## src/hdl/dbsd_pkg.sv

```systemverilog
`timescale 1ns / 1ps

package dbsd_pkg;

	// Default cell width
	localparam int CELL_WIDTH_DEF = 64;

	// Result status codes
	localparam logic [1:0] ST_OK    = 2'd0;
	localparam logic [1:0] ST_ZERO  = 2'd1;
	localparam logic [1:0] ST_RANGE = 2'd2;

	// Division modes
	typedef enum logic [1:0] {
		MODE_UNS,
		MODE_SYM,
		MODE_FLR
	} mode_t;

	// Control word that travels with each item down the pipeline
	typedef struct packed {
		mode_t      mode;
		logic       nneg;
		logic       dneg;
		logic [1:0] status;
	} ctl_t;

endpackage

```

## src/hdl/dbsd_cell.sv

```systemverilog
`timescale 1ns / 1ps

module dbsd_cell #(
	parameter int CELL_WIDTH = dbsd_pkg::CELL_WIDTH_DEF
) (
	input  logic                  clk,
	input  logic                  arst_n,
	input  logic                  vld_i,
	input  logic [CELL_WIDTH-1:0] rem_i,
	input  logic [CELL_WIDTH-1:0] num_i,
	input  logic [CELL_WIDTH-1:0] div_i,
	input  dbsd_pkg::ctl_t        ctl_i,
	output logic                  vld_q,
	output logic [CELL_WIDTH-1:0] rem_q,
	output logic [CELL_WIDTH-1:0] num_q,
	output logic [CELL_WIDTH-1:0] div_q,
	output dbsd_pkg::ctl_t        ctl_q
);

	localparam int W = CELL_WIDTH;

	logic         carry;
	logic [W-1:0] shifted;
	logic [W:0]   diff;
	logic         take;

	// Shift one numerator bit into the partial remainder and trial-subtract
	assign carry   = rem_i[W-1];
	assign shifted = {rem_i[W-2:0], num_i[W-1]};
	assign diff    = {1'b0, shifted} - {1'b0, div_i};
	assign take    = carry || !diff[W];

	always_ff @(posedge clk or negedge arst_n) begin
		if (!arst_n) begin
			vld_q <= 1'b0;
		end else begin
			vld_q <= vld_i;
		end
	end

	// Restore on failure; push the quotient bit in at the bottom
	always_ff @(posedge clk) begin
		rem_q <= take ? diff[W-1:0] : shifted;
		num_q <= {num_i[W-2:0], take};
		div_q <= div_i;
		ctl_q <= ctl_i;
	end

endmodule

```

## config.mk

```make
export PLATFORM = sky130hd
export DESIGN_NAME = dbsd_cell
export DESIGN_NICKNAME = d
export VERILOG_FILES = /design/src/hdl/dbsd_pkg.sv /design/src/hdl/dbsd_cell.sv
export SDC_FILE = /design/constraint.sdc
export NUM_CORES = 1
export LEC_CHECK = 0
export BUFFER_PORTS_ARGS = -buffer_cell sky130_fd_sc_hd__buf_4
export CAP_MARGIN = 20
export CORE_ASPECT_RATIO = 2
export CORE_MARGIN = 10
export CORE_UTILIZATION = 26
export DETAILED_ROUTE_END_ITERATION = 10
export REMOVE_ABC_BUFFERS = 1
export SLEW_MARGIN = 30
export SYNTH_ARGS = -nofsm -noshare
export SYNTH_HDL_FRONTEND = slang
export SYNTH_SLANG_ARGS = --single-unit
```

## constraint.sdc

```tcl
create_clock -name clk -period 0.8 [get_ports clk]
set_clock_uncertainty 0.15 [all_clocks]
set_input_delay 0.08 -clock clk [delete_from_list [all_inputs] [get_ports clk]]
set_output_delay 0.08 -clock clk [all_outputs]
set_load 0.02 [all_outputs]
```

==> impl_results.md <==
* Core area at 0.03411 mm2
* WP buf/inv at 4
* Total track usage at 19.80%
* Nets at 2156
* Clk sinks at 199
* Status: finished, violations left
* First DRT Iteration DRCs at 376
* H-tree depth at 4
* Violated checks: negative hold slack, negative setup slack
* Clock buffer depth at 2
* Row cnt at 96
* Critical path capture point type: flop
* Placed insts at 2105
* Startpoint Class: primary input
* Largest net degree at the start of global routing at 22
* Synth cell types at 68
* Arrival time worst endpoint at 2.71 ns
* Comb pwr share at 39.4%
* Post-Route WL at 44.47 mm
* Die W at 151.1 um
* CTS tree: yes
* Non-Filler Instances at 2346
* Clock power share at 26.5%
* Area contributors post-synth: dfxtp_1 44%, ha_1 9.0%, a21oi_1 6.3%
* Switch share at 33.56%
* Die Area at 0.04263 mm2
* Slew @ Worst Pin at 0.5165 ns
* Drt wl/cell at 18.95 um
* Relative slew slack at 65.26%
* Sequential Power Share at 34.1%
* Cell family with most CP delay: compound AO/OA/AOI/OAI gates
* Share of cells above drive strength 1 at 56.96%
* Seq cells post-synth at 199
* First-pass GRT wire length at 64.49 mm
* Fin crit period at 2.522 ns
* Most frequent CP cell: buf_12
* Post-synth top area share at 44.36%
* CTS buffer count at 17
* Area Growth Syn to Fin at 115.1%
* Initial antenna violation count at 4
* Internal power at 23130 uW
* Worst hold margin at -0.3983 ns
* Max Cap Viol at 0
* Synth area leader: dfxtp_1
* Achievable Freq at 0.3966 GHz
* Pre-antenna DRT Iters at 5
* Synth Area per Inst at 8.899 um2
* Worst EP required at 0.99 ns
* Cts hold-fix bufs at 189
* Post-synth EDFFs at 0
* Ys flop type: dfxtp_1
* GP Congestion at 0.8860
* Slowest stage delay, CP at 0.37 ns
* Vias post-DR at 10840
* Worst hold path class: primary input to flop
* Slowest cell on the critical path: a2111oi_4
* Detailed Place HPWL at 34.27 mm
* Clk slew on worst S/H paths at 0.08 ns
* GRT overflow at 0
* CP Class: primary input to flop
* Final ANT Viol Nets at 0
* Top fanout value on the critical path at 6
* FILL cells at 2955
* Port Buffers at 399
* DRC at 0
* Vias in the first global route at 11740
* Period utilization at 315.2%
* Mapped Area at 0.008935 mm2
* RSZ-0062 raised after global routing: yes
* Max IR drop VDD at 1.490 mV
* Final setup viols at 264
* YS warnings at 0
* Pins Over Slew Limit at 0
* Synth Instances at 1004
* Initial Util at 26.19%
* Crit path setup slack, layout at -1.722 ns
* FFs w/ async S/R, synth at 0.5025%
* Final hold vios at 11
* Die H at 282.2 um
* Via density at 4.622
* Sequential share of the synthesized area at 44.64%
* I/O pins at 400
* Leak at 0.009009 uW
* Crit path cell chain: buf_8 -> ha_4 -> fa_2 -> nand2b_4 -> a21o_4 -> a31oi_4 -> o31ai_4 -> a2111oi_4 -> or4_4 -> nand2_8 -> inv_6 -> buf_12 -> buf_12 -> mux2_4
* Pwr/cell area at 1811 mW/mm2
* Sw Pwr at 11680 uW
* Clock root buffer: clkbuf_16
layout by cell type (no fill, tap or decap), types with 7 or more instances in the layout:
cell	n
nor2_4	12
nor3_1	12
clkbuf_16	18
buf_12	10
ha_4	15
nand2_1	64
xnor2_1	26
a21oi_1	89
nand3_1	14
dfxtp_2	196
o21a_1	15
ha_1	46
a211oi_2	8
nand4_1	22
xor2_1	22
o21ai_1	17
buf_6	208
a21oi_2	22
nand2_2	7
o21bai_1	11
o21ai_0	25
and3_1	9
a21o_1	34
inv_1	68
dlygate4sd3_1	188
inv_2	8
buf_4	497
nor2_1	89
stage by stage:
stage	total power [uW]	util (%)	setup slack (ns)	area [um2]	setup TNS, ns
4_1_cts	34500	54.50	-1.845	18590	-187.17
3_3_place_gp	22640	42.95	-2.373	14650	-149.92
6_report	34810	56.34	-1.722	19220	-171.30
3_5_place_dp	22730	42.95	-2.416	14650	-151.99
2_1_floorplan	16450	-	-2.581	8753	-147.77
5_1_grt	36360	56.34	-1.808	19220	-182.95
flip-flops by register name, summed over array words and instances, names as in the netlist:
signal  flops
ctl_q       6
div_q      64
num_q      64
rem_q      64
vld_q       1
routing by layer:
metal | track usage (%) | vias to the layer above | wire [um]
li1 | - | 5283 | -
met1 | 16.62 | 5069 | 13960
met2 | 40.40 | 374 | 25380
met3 | 4.325 | 114 | 2585
met4 | 10.73 | 4 | 2513
met5 | 0 | - | 27
cell families (layout without fill, tap and decap cells):
kind of cell	count (synthesis)	after routing	share of synthesized area, %
AOI/OAI and AO/OA	290	290	21.12
adders and majority gates	65	65	9.186
buffers and inverters	121	1020	5.378
xor gates and xnor gates	51	51	4.999
DFF	199	199	44.64
muxes	1	1	0.1260
other	0	2	0
and+or+nand+nor	277	277	14.55
cell type report:
type | instances | area, um2 | share of cell area, %
Antenna cell | 2 | 5.005 | 0.02604
Clock buffer | 18 | 439.2 | 2.285
Clock inverter | 14 | 198.9 | 1.035
Inverter | 79 | 306.5 | 1.595
Multi-Input combinational cell | 684 | 5215 | 27.13
Sequential cell | 199 | 4238 | 22.05
Tap cell | 441 | 551.8 | 2.871
Timing Repair Buffer | 909 | 8265 | 43.00
what timing repair did:
item / CTS / global route
hold endpoints to repair: 199 / 11
gates cloned: 3 / 1
endpoints found under the setup margin: 264 / 265
gates resized for setup: 453 / 129
buffers inserted: 10 / 9
pin swaps: 8 / 29
power groups by stage:
stage / logic, uW / registers (uW) / clock network [uW]
after floorplan: 3460 / 13000 / 0
after global placement: 11000 / 11700 / 0
after detailed placement: 11100 / 11700 / 0
after CTS: 13100 / 11900 / 9510
after global routing: 14600 / 12000 / 9820
final: 13700 / 11900 / 9220
synthesized netlist by cell type (10+ instances only):
library cell / count
a21oi_1: 112
dfxtp_1: 198
nand2_1: 71
nor2_1: 107
clkbuf_1: 30
xor2_1: 22
xnor2_1: 29
ha_1: 64
a21o_1: 34
o21bai_1: 11
inv_1: 78
o21ai_1: 15
o21a_1: 15
o21ai_0: 30
a211oi_1: 11
nand4_1: 22
nand3_1: 14
nor3_1: 18
buf_2: 10
worst paths after layout:
| check | start | to | slack [ns] | depth (start not counted) |
|---|---|---|---|---|
| setup / recovery | div_i[0] | rem_q[18] | -1.72 | 14 |
| min in group asynchronous | arst_n | vld_q | 0.04 | 3 |
| hold / removal | div_i[1] | div_q[1] | -0.40 | 1 |
| max in group asynchronous | arst_n | vld_q | 0.35 | 3 |
(Power assumes the default switching activity.)
