**src/hdl/dbsd_pkg.sv**
```systemverilog
`timescale 1ns / 1ps

package dbsd_pkg;

	// Default cell width
	localparam int CELL_WIDTH_DEF = 64;

	// Result status codes
	localparam logic [1:0] ST_OK    = 2'd0;
	localparam logic [1:0] ST_ZERO  = 2'd1;
	localparam logic [1:0] ST_RANGE = 2'd2;

	// Division modes
	typedef enum logic [1:0] {
		MODE_UNS,
		MODE_SYM,
		MODE_FLR
	} mode_t;

	// Control word that travels with each item down the pipeline
	typedef struct packed {
		mode_t      mode;
		logic       nneg;
		logic       dneg;
		logic [1:0] status;
	} ctl_t;

endpackage

```
**src/hdl/dbsd_post.sv**
```systemverilog
`timescale 1ns / 1ps

module dbsd_post #(
	parameter int CELL_WIDTH = dbsd_pkg::CELL_WIDTH_DEF
) (
	input  logic                  clk,
	input  logic                  arst_n,
	input  logic                  vld_i,
	input  logic [CELL_WIDTH-1:0] quo_i,
	input  logic [CELL_WIDTH-1:0] rem_i,
	input  dbsd_pkg::ctl_t        ctl_i,
	output logic                  done_q,
	output logic [CELL_WIDTH-1:0] quotient_q,
	output logic [CELL_WIDTH-1:0] remainder_q,
	output logic [1:0]            status_q
);

	localparam int W = CELL_WIDTH;

	logic [W-1:0] quo_neg;
	logic [W-1:0] rem_neg;
	logic [W-1:0] quo_fix;
	logic [W-1:0] rem_fix;
	logic         range;
	logic [1:0]   status_fix;

	assign quo_neg = {W{1'b0}} - quo_i;
	assign rem_neg = {W{1'b0}} - rem_i;

	// Apply the sign rules of each mode and check the quotient range
	always_comb begin
		case (ctl_i.mode)
			dbsd_pkg::MODE_UNS: begin
				quo_fix = quo_i;
				rem_fix = rem_i;
				range   = 1'b0;
			end
			dbsd_pkg::MODE_SYM: begin
				if (ctl_i.nneg != ctl_i.dneg) begin
					quo_fix = quo_neg;
					range   = (quo_neg != {W{1'b0}}) && !quo_neg[W-1];
				end else begin
					quo_fix = quo_i;
					range   = quo_i[W-1];
				end
				rem_fix = ctl_i.nneg ? rem_neg : rem_i;
			end
			default: begin
				quo_fix = quo_i;
				rem_fix = ctl_i.dneg ? rem_neg : rem_i;
				range   = ctl_i.nneg != quo_i[W-1];
			end
		endcase
	end

	// Earlier errors take precedence over the final range check
	always_comb begin
		if (ctl_i.status != dbsd_pkg::ST_OK) begin
			status_fix = ctl_i.status;
		end else if (range) begin
			status_fix = dbsd_pkg::ST_RANGE;
		end else begin
			status_fix = dbsd_pkg::ST_OK;
		end
	end

	always_ff @(posedge clk or negedge arst_n) begin
		if (!arst_n) begin
			done_q <= 1'b0;
		end else begin
			done_q <= vld_i;
		end
	end

	// Drop the result fields on any error
	always_ff @(posedge clk) begin
		status_q    <= status_fix;
		quotient_q  <= (status_fix == dbsd_pkg::ST_OK) ? quo_fix : {W{1'b0}};
		remainder_q <= (status_fix == dbsd_pkg::ST_OK) ? rem_fix : {W{1'b0}};
	end

endmodule

```
**config.mk**
```make
export PLATFORM = sky130hd
export DESIGN_NAME = dbsd_post
export DESIGN_NICKNAME = d
export VERILOG_FILES = /design/src/hdl/dbsd_pkg.sv /design/src/hdl/dbsd_post.sv
export SDC_FILE = /design/constraint.sdc
export NUM_CORES = 1
export LEC_CHECK = 0
export BUFFER_PORTS_ARGS = -buffer_cell sky130_fd_sc_hd__buf_2
export CELL_PAD_IN_SITES_DETAIL_PLACEMENT = 1
export CELL_PAD_IN_SITES_GLOBAL_PLACEMENT = 1
export CORE_MARGIN = 1.5
export CORE_UTILIZATION = 38
export CTS_CLUSTER_DIAMETER = 120
export DETAILED_ROUTE_END_ITERATION = 8
export GPL_ROUTABILITY_DRIVEN = 0
export GPL_TIMING_DRIVEN = 0
export PLACE_DENSITY = 0.87
export RECOVER_POWER = 50
export SETUP_SLACK_MARGIN = 0.3
export SLEW_MARGIN = 40
export SYNTH_ARGS = -nofsm -noshare
export SYNTH_HDL_FRONTEND = slang
export SYNTH_SLANG_ARGS = --single-unit
```
**constraint.sdc**
```tcl
create_clock -name clk -period 1.4 [get_ports clk]
set_clock_uncertainty 0.15 [all_clocks]
set_input_delay 0 -clock clk [delete_from_list [all_inputs] [get_ports clk]]
set_output_delay 0 -clock clk [all_outputs]
set_load 0.005 [all_outputs]
```
==> results of run 1 <==
==> layer usage <==
layer | global-route usage [%] | overflow
met1 | 65.3 | 0
met2 | 91.3 | 3
met3 | 50.1 | 0
met4 | 74.1 | 7
met5 | 11.5 | 0
==> per-stage QoR <==
stage,instance area [um2],hold slack (ns)
detailed placement,9120,-0.374
floorplan,7560,-0.446
global placement,9110,-0.376
CTS,11700,-0.307
==> Yosys cell counts (3+ instances only) <==
library cell,instances,area (um2)
or4_4,3,33.8
nand2_1,50,188
xnor2_1,74,648
or4_1,15,113
buf_2,5,25.0
o31ai_1,18,135
a21oi_1,25,125
mux2i_1,3,30.0
nor4_1,24,150
or2_2,7,43.8
nand2b_1,10,62.6
clkbuf_1,35,131
nor2b_1,3,18.8
nand3_1,16,80.1
buf_8,8,120
o21ai_0,33,165
or3_1,22,138
buf_6,5,56.3
nor2_1,198,743
nor3_1,27,135
nand3b_1,3,22.5
inv_1,8,30.0
dfxtp_1,130,2600
a31oi_1,9,56.3
and3_1,3,18.8
o41ai_1,12,105
xor2_1,85,744
nand4_1,15,93.8
nor4_2,6,75.1
==> what timing repair did <==
item | 4_1_cts
hold buffers | 123
endpoints found under the hold margin | 130
endpoints found under the setup margin | 129
pin swaps | 27
gates resized for setup | 121
cloned | 6
setup buffers | 24
==> cell families after synthesis <==
family | synth area share (%)
XOR/XNOR | 19.3
AND/OR/NAND/NOR | 28.2
multiplexers | 0.415
adder cells (fa/ha/maj) | 0.346
buffers and inverters | 5.07
AO/OA/AOI/OAI | 10.3
flip-flops | 36.4
==> reports/results.tsv, run 1 <==
stage	metric	value	unit
global_routing	grt_use_total	68.9	%
yosys	synth-main-ff-cell	dfxtp_1	
yosys	synthArstFlopShare	0.763	%
placement	io_buffers	251	
yosys	syn_nets	1026	
floorplan	ios	268	
placement	dp.cells	1372	
yosys	yosysSeqAreaShare	36.4	%
sta	crit_endpoint	remainder_q[52]$_SDFF_PP0_/D	
global_routing	grt_overflow	10	
run_status	stop_stage	global routing	
placement	dp_slack	-2.25	ns
placement	post-dp-hpwl	21.6	mm
global_routing	antenna_found_initial	12	
floorplan	std_cell_rows	50	
clocking	clockRootBuffer	clkbuf_16	
clocking	htreeDepth	4	
sta	worst-ep-kind	register data pin	
floorplan	die_w	141	um
yosys	synth_edf_count	0	
yosys	ys_seq_elements	131	
yosys	yosysUniqueCellTypes	55	
yosys	syn_inst	887	
floorplan	fp.dieH	141	um
global_routing	grt_max_degree	17	
yosys	synthesis.area_per_instance	8.15	um2
run_status	firstError	[ERROR GRT-0232] Routing congestion too high. Check the congestion heatmap in the GUI.	
clocking	cts-buffers-inserted	17	
clocking	clockBufferDepth	2	
run_status	outcome	aborted with a tool error	
floorplan	start_util	38.6	%
yosys	netlist_area	7230	um2
yosys	yosys_warnings	0	
clocking	clock-sinks	131	
==> run 2, diff against run 1 <==
CELL_PAD_IN_SITES_DETAIL_PLACEMENT = not set   (was 1)
CELL_PAD_IN_SITES_GLOBAL_PLACEMENT = not set   (was 1)
CORE_UTILIZATION = 40   (was 38)
CTS_CLUSTER_DIAMETER = not set   (was 120)
PLACE_DENSITY = not set   (was 0.87)
PLACE_DENSITY_LB_ADDON = 0.15   (was not set)
SETUP_SLACK_MARGIN = not set   (was 0.3)
==> run 2 against run 1 <==
  * The flow now finishes, with violations (hold timing, setup timing)
  * Area after synthesis stayed put
  * Synthesized cell count stayed put
==> reports/results.tsv, run 2 <==
stage	metric	value	unit
run_status	outcome	finished with violations	
run_status	violations	hold timing, setup timing	
sta	timing.final.crit_share	209	%
routing	vias	8669	
sta	hold_viol_final	10	
routing	initialDrtViolationCount	620	
floorplan	core-area	17500	um2
yosys	synthArstFlopShare	0.763	%
cells_and_area	reg_top3	quotient_q (64), remainder_q (64), status_q (2)	
sta	holdWs	-0.295	ns
cells_and_area	layout_common_cells	buf_2, dlygate4sd3_1, dfxtp_1	
sta	maxSlewHeadroom	45.8	%
clocking	htreeDepth	4	
sta	slew_viol_final	0	
clocking	cts_tree	done	
yosys	yosys_warnings	0	
sta	rsz0062_at_grt	true	
power_and_ir_drop	total_power	11.2	mW
sta	timing.final.crit_period	2.93	ns
critical_path	critPathRequiredTime	1.61	ns
floorplan	ios	268	
sta	fin_setup_tns	-182.42	ns
power_and_ir_drop	leakagePower	5.18	nW
global_routing	grt_max_degree	17	
flow_run	maxCapViolCount	0	
power_and_ir_drop	powerDensity	871	nW/um2
power_and_ir_drop	clockPowerShare	40.5	%
clocking	clock-sinks	131	
hold_path	hold_class	input pin to flip-flop	
floorplan	die_area	18900	um2
power_and_ir_drop	power_frac_comb	24.2	%
yosys	yosys.area.top_type	dfxtp_1	
floorplan	std_cell_rows	48	
placement	dp_slack	-2.25	ns
yosys	synth-main-ff-cell	dfxtp_1	
clocking	cts-buffers-inserted	17	
yosys	ys_seq_elements	131	
critical_path	critPathCaptureType	flip-flop	
yosys	synth.most_common_cell	nor2_1	
clocking	clockRootBuffer	clkbuf_16	
floorplan	fp.dieH	137	um
routing	wl	30.7	mm
yosys	synth_top_area_share	36.0	%
clocking	clk_pin_slew	0.06	ns
cells_and_area	areaGrowthSynthToFinish	78.3	%
sta	max_clock_freq	341	MHz
power_and_ir_drop	intPower	7.95	mW
cells_and_area	multi_input_area	5530	um2
yosys	netlist_top_cells_count	nor2_1, dfxtp_1, xor2_1	
sta	setup_ws	-1.53	ns
cells_and_area	seq_area	2630	um2
yosys	synth_area_leaders	dfxtp_1, xor2_1, nor2_1, xnor2_1, nand2_1	
floorplan	start_util	41.4	%
global_routing	antenna_found_initial	0	
power_and_ir_drop	ir_drop	0.845	mV
sta	tightest_slew	0.814	ns
routing	drc	0	
global_routing	grt_pass1_vias	8278	
routing	firstDrtPassIters	6	
cells_and_area	final_common_cell	buf_2	
yosys	yosysSeqAreaShare	36.4	%
power_and_ir_drop	p_sw_share	29.1	%
yosys	yosysUniqueCellTypes	55	
hold_path	whs_path_depth	3	
global_routing	grt_use_total	30.2	%
yosys	synth_edf_count	0	
yosys	synthesis.area_per_instance	8.15	um2
cells_and_area	fillers	1251	
yosys	netlist_area	7230	um2
critical_path	critPathArrivalTime	3.14	ns
routing	ant_nets	0	
cells_and_area	nets	1487	
placement	post-dp-hpwl	18.8	mm
power_and_ir_drop	switchingPower	3.27	mW
critical_path	crit_path_max_fanout	5	
global_routing	grt_pass1_wl	43.8	mm
sta	finalSetupViolCount	129	
cells_and_area	antenna_cells	0	
floorplan	die_w	137	um
clocking	clockBufferDepth	2	
critical_path	crit_path_start_kind	input pin	
global_routing	grt_overflow	0	
placement	io_buffers	251	
routing	detail_route.vias_per_cell	5.47	
yosys	syn_inst	887	
cells_and_area	layout-drive-gt1-share	38.9	%
critical_path	critPathKind	input pin to flip-flop	
routing	routedWlPerCell	19.4	um
power_and_ir_drop	p_seq_share	35.3	%
yosys	syn_nets	1026	
cells_and_area	final_util	73.7	%
[run 2: cells by family after synthesis]
family                     share of synthesized area (%)
and+or+nand+nor                                     28.2
xor gates and xnor gates                            19.3
DFF                                                 36.4
AOI/OAI and AO/OA                                   10.3
buffers and inverters                               5.07
muxes                                              0.415
adders and majority gates                          0.346
[run 2: worst paths after layout]
path / startpoint / end / slack [ns]
min in group asynchronous: arst_n / done_q / 0.26
setup / recovery: quo_i[43] / quotient_q[57] / -1.53
max in group asynchronous: arst_n / done_q / 0.74
hold / removal: rem_i[0] / remainder_q[0] / -0.30
[run 2: critical path, cell delays in order]
cell       delay [ns]
buf_2            0.13
or2_2            0.36
or3_1            0.44
nor4_4           0.33
nand4_1          0.24
xnor2_2          0.28
nand4b_1         0.15
buf_4            0.18
nor4_4           0.29
a21oi_4          0.16
buf_12           0.16
clkbuf_16        0.16
buf_12           0.15
nor2_4           0.09
[run 2: routing by layer]
layer	up-vias	track usage, %	share of wire (%)
met3	106	6.55	8.5
met4	0	14.0	4.7
met1	4080	35.4	38
met5	-	0	0
li1	3997	-	-
met2	486	52.3	49
[run 2: power by group through the flow]
stage	Combinational (mW)	Clock (mW)	Sequential [mW]
after global placement	1.70	0	4.04
after CTS	2.29	4.58	3.96
after global routing	2.89	4.74	3.98
final	2.71	4.54	3.96
after floorplan	0.929	0	4.07
after detailed placement	1.71	0	4.04
[run 2: layout make-up]
cell class | instances | area share, %
plain buffers | 52 | 3.85
clock buffers | 17 | 3.30
clock inverters | 13 | 1.26
inverters | 8 | 0.233
multi-input cells | 694 | 42.9
flip-flops and latches | 131 | 20.4
well taps | 225 | 2.18
repair buffers | 444 | 25.9
[run 2: timing repair]
| action | CTS | global route |
|---|---|---|
| cloned | 9 | 6 |
| pin swaps | 19 | 41 |
| hold buffers | 132 | 5 |
| endpoints found under the setup margin | 129 | 129 |
| endpoints found under the hold margin | 130 | 14 |
| setup buffers | 30 | 15 |
| resized for setup | 120 | 188 |
[run 2: through the flow]
step | cells | cell area, um2
after floorplan | 887 | 7560
after global placement | 1363 | 9100
after detailed placement | 1363 | 9100
after CTS | 1563 | 12000
after global routing | 1584 | 12900
final | 1584 | 12900
Note: power is estimated with default switching activity, not from simulation.
==> run 3, diff against run 2 <==
CORE_MARGIN = not set   (was 1.5)
==> run 3 against run 2 <==
  * Cell count up 0.76%
  * Critical endpoint is now quotient_q[1]
  * Non-clock buffer count up 10
  * Worst hold slack better by 0.011 ns
  * The run still ends with hold timing, setup timing left
  * Sequential power about the same
  * Worst setup slack better by 0.037 ns
  * Clock power up 11%
  * Power up 4.1%
  * Global-route usage up 0.33 points
  * Critical path depth down 1
  * Sequential share of layout area down 0.16 points
==> reports/results.tsv, run 3 (same netlist as run 2, synthesis figures left out) <==
stage	metric	value	unit
clocking	cts-buffers-inserted	17	
clocking	clockBufferDepth	2	
cells_and_area	antenna_cells	0	
power_and_ir_drop	power_frac_comb	23.0	%
critical_path	crit_start	quo_i[23]	
critical_path	crit_path_start_kind	input pin	
clocking	clk_pin_slew	0.06	ns
floorplan	die_area	18600	um2
power_and_ir_drop	intPower	8.42	mW
critical_path	path_cells	buf_8 > or4_4 > or3_4 > nor4_4 > xnor2_2 > nor4_4 > nand3_2 > nor4_4 > a21oi_4 > buf_8 > buf_6 > buf_6 > a21oi_2	
flow_run	maxCapViolCount	0	
power_and_ir_drop	switchingPower	3.25	mW
sta	hold_viol_final	7	
critical_path	critPathCaptureType	flip-flop	
power_and_ir_drop	p_sw_share	27.9	%
critical_path	max_stage_delay	0.57	ns
critical_path	critPathKind	input pin to flip-flop	
hold_path	min_from	quo_i[0]	
clocking	clock-sinks	131	
critical_path	endpoint	quotient_q[1]	
sta	holdWs	-0.284	ns
floorplan	start_util	41.4	%
power_and_ir_drop	powerDensity	899	nW/um2
routing	drc	0	
routing	firstDrtPassIters	5	
global_routing	grt_max_degree	17	
floorplan	std_cell_rows	48	
hold_path	hold_class	input pin to flip-flop	
floorplan	ios	268	
cells_and_area	layout_common_cells	buf_2, dlygate4sd3_1, dfxtp_1	
routing	ant_nets	0	
sta	tightest_slew	0.789	ns
power_and_ir_drop	clockPowerShare	43.1	%
cells_and_area	final_common_cell	buf_2	
sta	setup_ws	-1.49	ns
cells_and_area	nets	1497	
power_and_ir_drop	leakagePower	5.26	nW
clocking	clockRootBuffer	clkbuf_16	
clocking	htreeDepth	4	
cells_and_area	fillers	1229	
cells_and_area	areaGrowthSynthToFinish	79.7	%
global_routing	grt_overflow	0	
power_and_ir_drop	p_seq_share	33.9	%
global_routing	grt_pass1_vias	8327	
sta	fin_setup_tns	-184.71	ns
critical_path	path_common_cell	nor4_4	
global_routing	grt_pass1_wl	43.5	mm
sta	slew_viol_final	0	
cells_and_area	design_area	13000	um2
run_status	outcome	finished with violations	
placement	post-dp-hpwl	18.5	mm
placement	place_area	9100	um2
sta	maxSlewHeadroom	47.4	%
routing	vias	8647	
sta	timing.final.crit_period	2.89	ns
critical_path	critPathSlowestCell	or4_4	
critical_path	critPathArrivalTime	3.10	ns
floorplan	die_w	136	um
cells_and_area	layout-drive-gt1-share	39.8	%
cells_and_area	reg_top3	quotient_q (64), remainder_q (64), status_q (2)	
sta	finalSetupViolCount	129	
global_routing	grt_use_total	30.5	%
global_routing	antenna_found_initial	1	
run_status	violations	hold timing, setup timing	
floorplan	core-area	17500	um2
routing	detail_route.vias_per_cell	5.42	
critical_path	crit_path_max_fanout	7	
sta	timing.final.crit_share	207	%
routing	routedWlPerCell	19.2	um
routing	wl	30.6	mm
power_and_ir_drop	ir_drop	0.831	mV
floorplan	fp.dieH	136	um
placement	io_buffers	251	
routing	initialDrtViolationCount	626	
sta	rsz0062_at_grt	true	
sta	max_clock_freq	346	MHz
clocking	cts_tree	done	
critical_path	critPathRequiredTime	1.60	ns
==> run 3: layout make-up <==
type                       instances  area, um2  share of cell area (%)
sequential                       131       2630                    20.2
timing repair buffer             456       3400                    26.2
clock buffer                      20        457                    3.52
clock inverter                    12        204                    1.57
tap                              225        282                    2.17
multi-input combinational        694       5520                    42.5
inverter                           8       30.0                   0.231
buffer                            50        470                    3.62
==> run 3: critical path: cells and delay by family <==
family	cells	cell delay (ns)
AND/OR/NAND/NOR	6	2.20
buffers and inverters	4	0.50
AO/OA/AOI/OAI	2	0.24
XOR/XNOR	1	0.14
==> run 3: worst min-delay path by stage <==
stage | end | slack (ns) | cells past startpoint
after CTS | remainder_q[38] | -0.31 | 3
after global placement | done_q | -0.38 | 1
final | quotient_q[0] | -0.28 | 3
after detailed placement | done_q | -0.37 | 1
after global routing | quotient_q[0] | -0.28 | 3
after floorplan | done_q | -0.45 | 0
==> run 3: metal layers <==
metal  GRT usage, %  wire [um]  up-vias
li1               -          -     3997
met1           35.7      11600     4055
met2           53.5      15300      484
met3           5.74       2470      111
met4           13.9       1210        0
met5              0          0        -
==> run 3: power groups by stage <==
stage                     registers (mW)  logic (mW)  clock network, mW
after floorplan                     4.07       0.929                  0
after global placement              4.04        1.70                  0
after global routing                3.98        2.86               5.24
after CTS                           3.96        2.31               5.07
final                               3.96        2.69               5.03
after detailed placement            4.04        1.70                  0
==> run 3: stage by stage <==
stage	power [mW]	std cells	utilization (%)	hold WS [ns]	setup WS [ns]
global route	12.1	1596	74.3	-0.284	-1.59
global placement	5.73	1363	52.1	-0.376	-2.31
floorplan	5.00	887	-	-0.446	-1.52
detailed placement	5.74	1363	52.1	-0.372	-2.24
CTS	11.3	1567	69.4	-0.308	-1.45
finish	11.7	1596	74.3	-0.284	-1.49
==> run 3: repair_timing <==
action / in CTS / in global routing
endpoints found under the setup margin: 129 / 129
hold buffers: 129 / 9
cloned: 8 / 3
hold endpoints to repair: 130 / 12
buffers inserted: 38 / 18
pin swaps: 38 / 41
gates resized for setup: 140 / 172
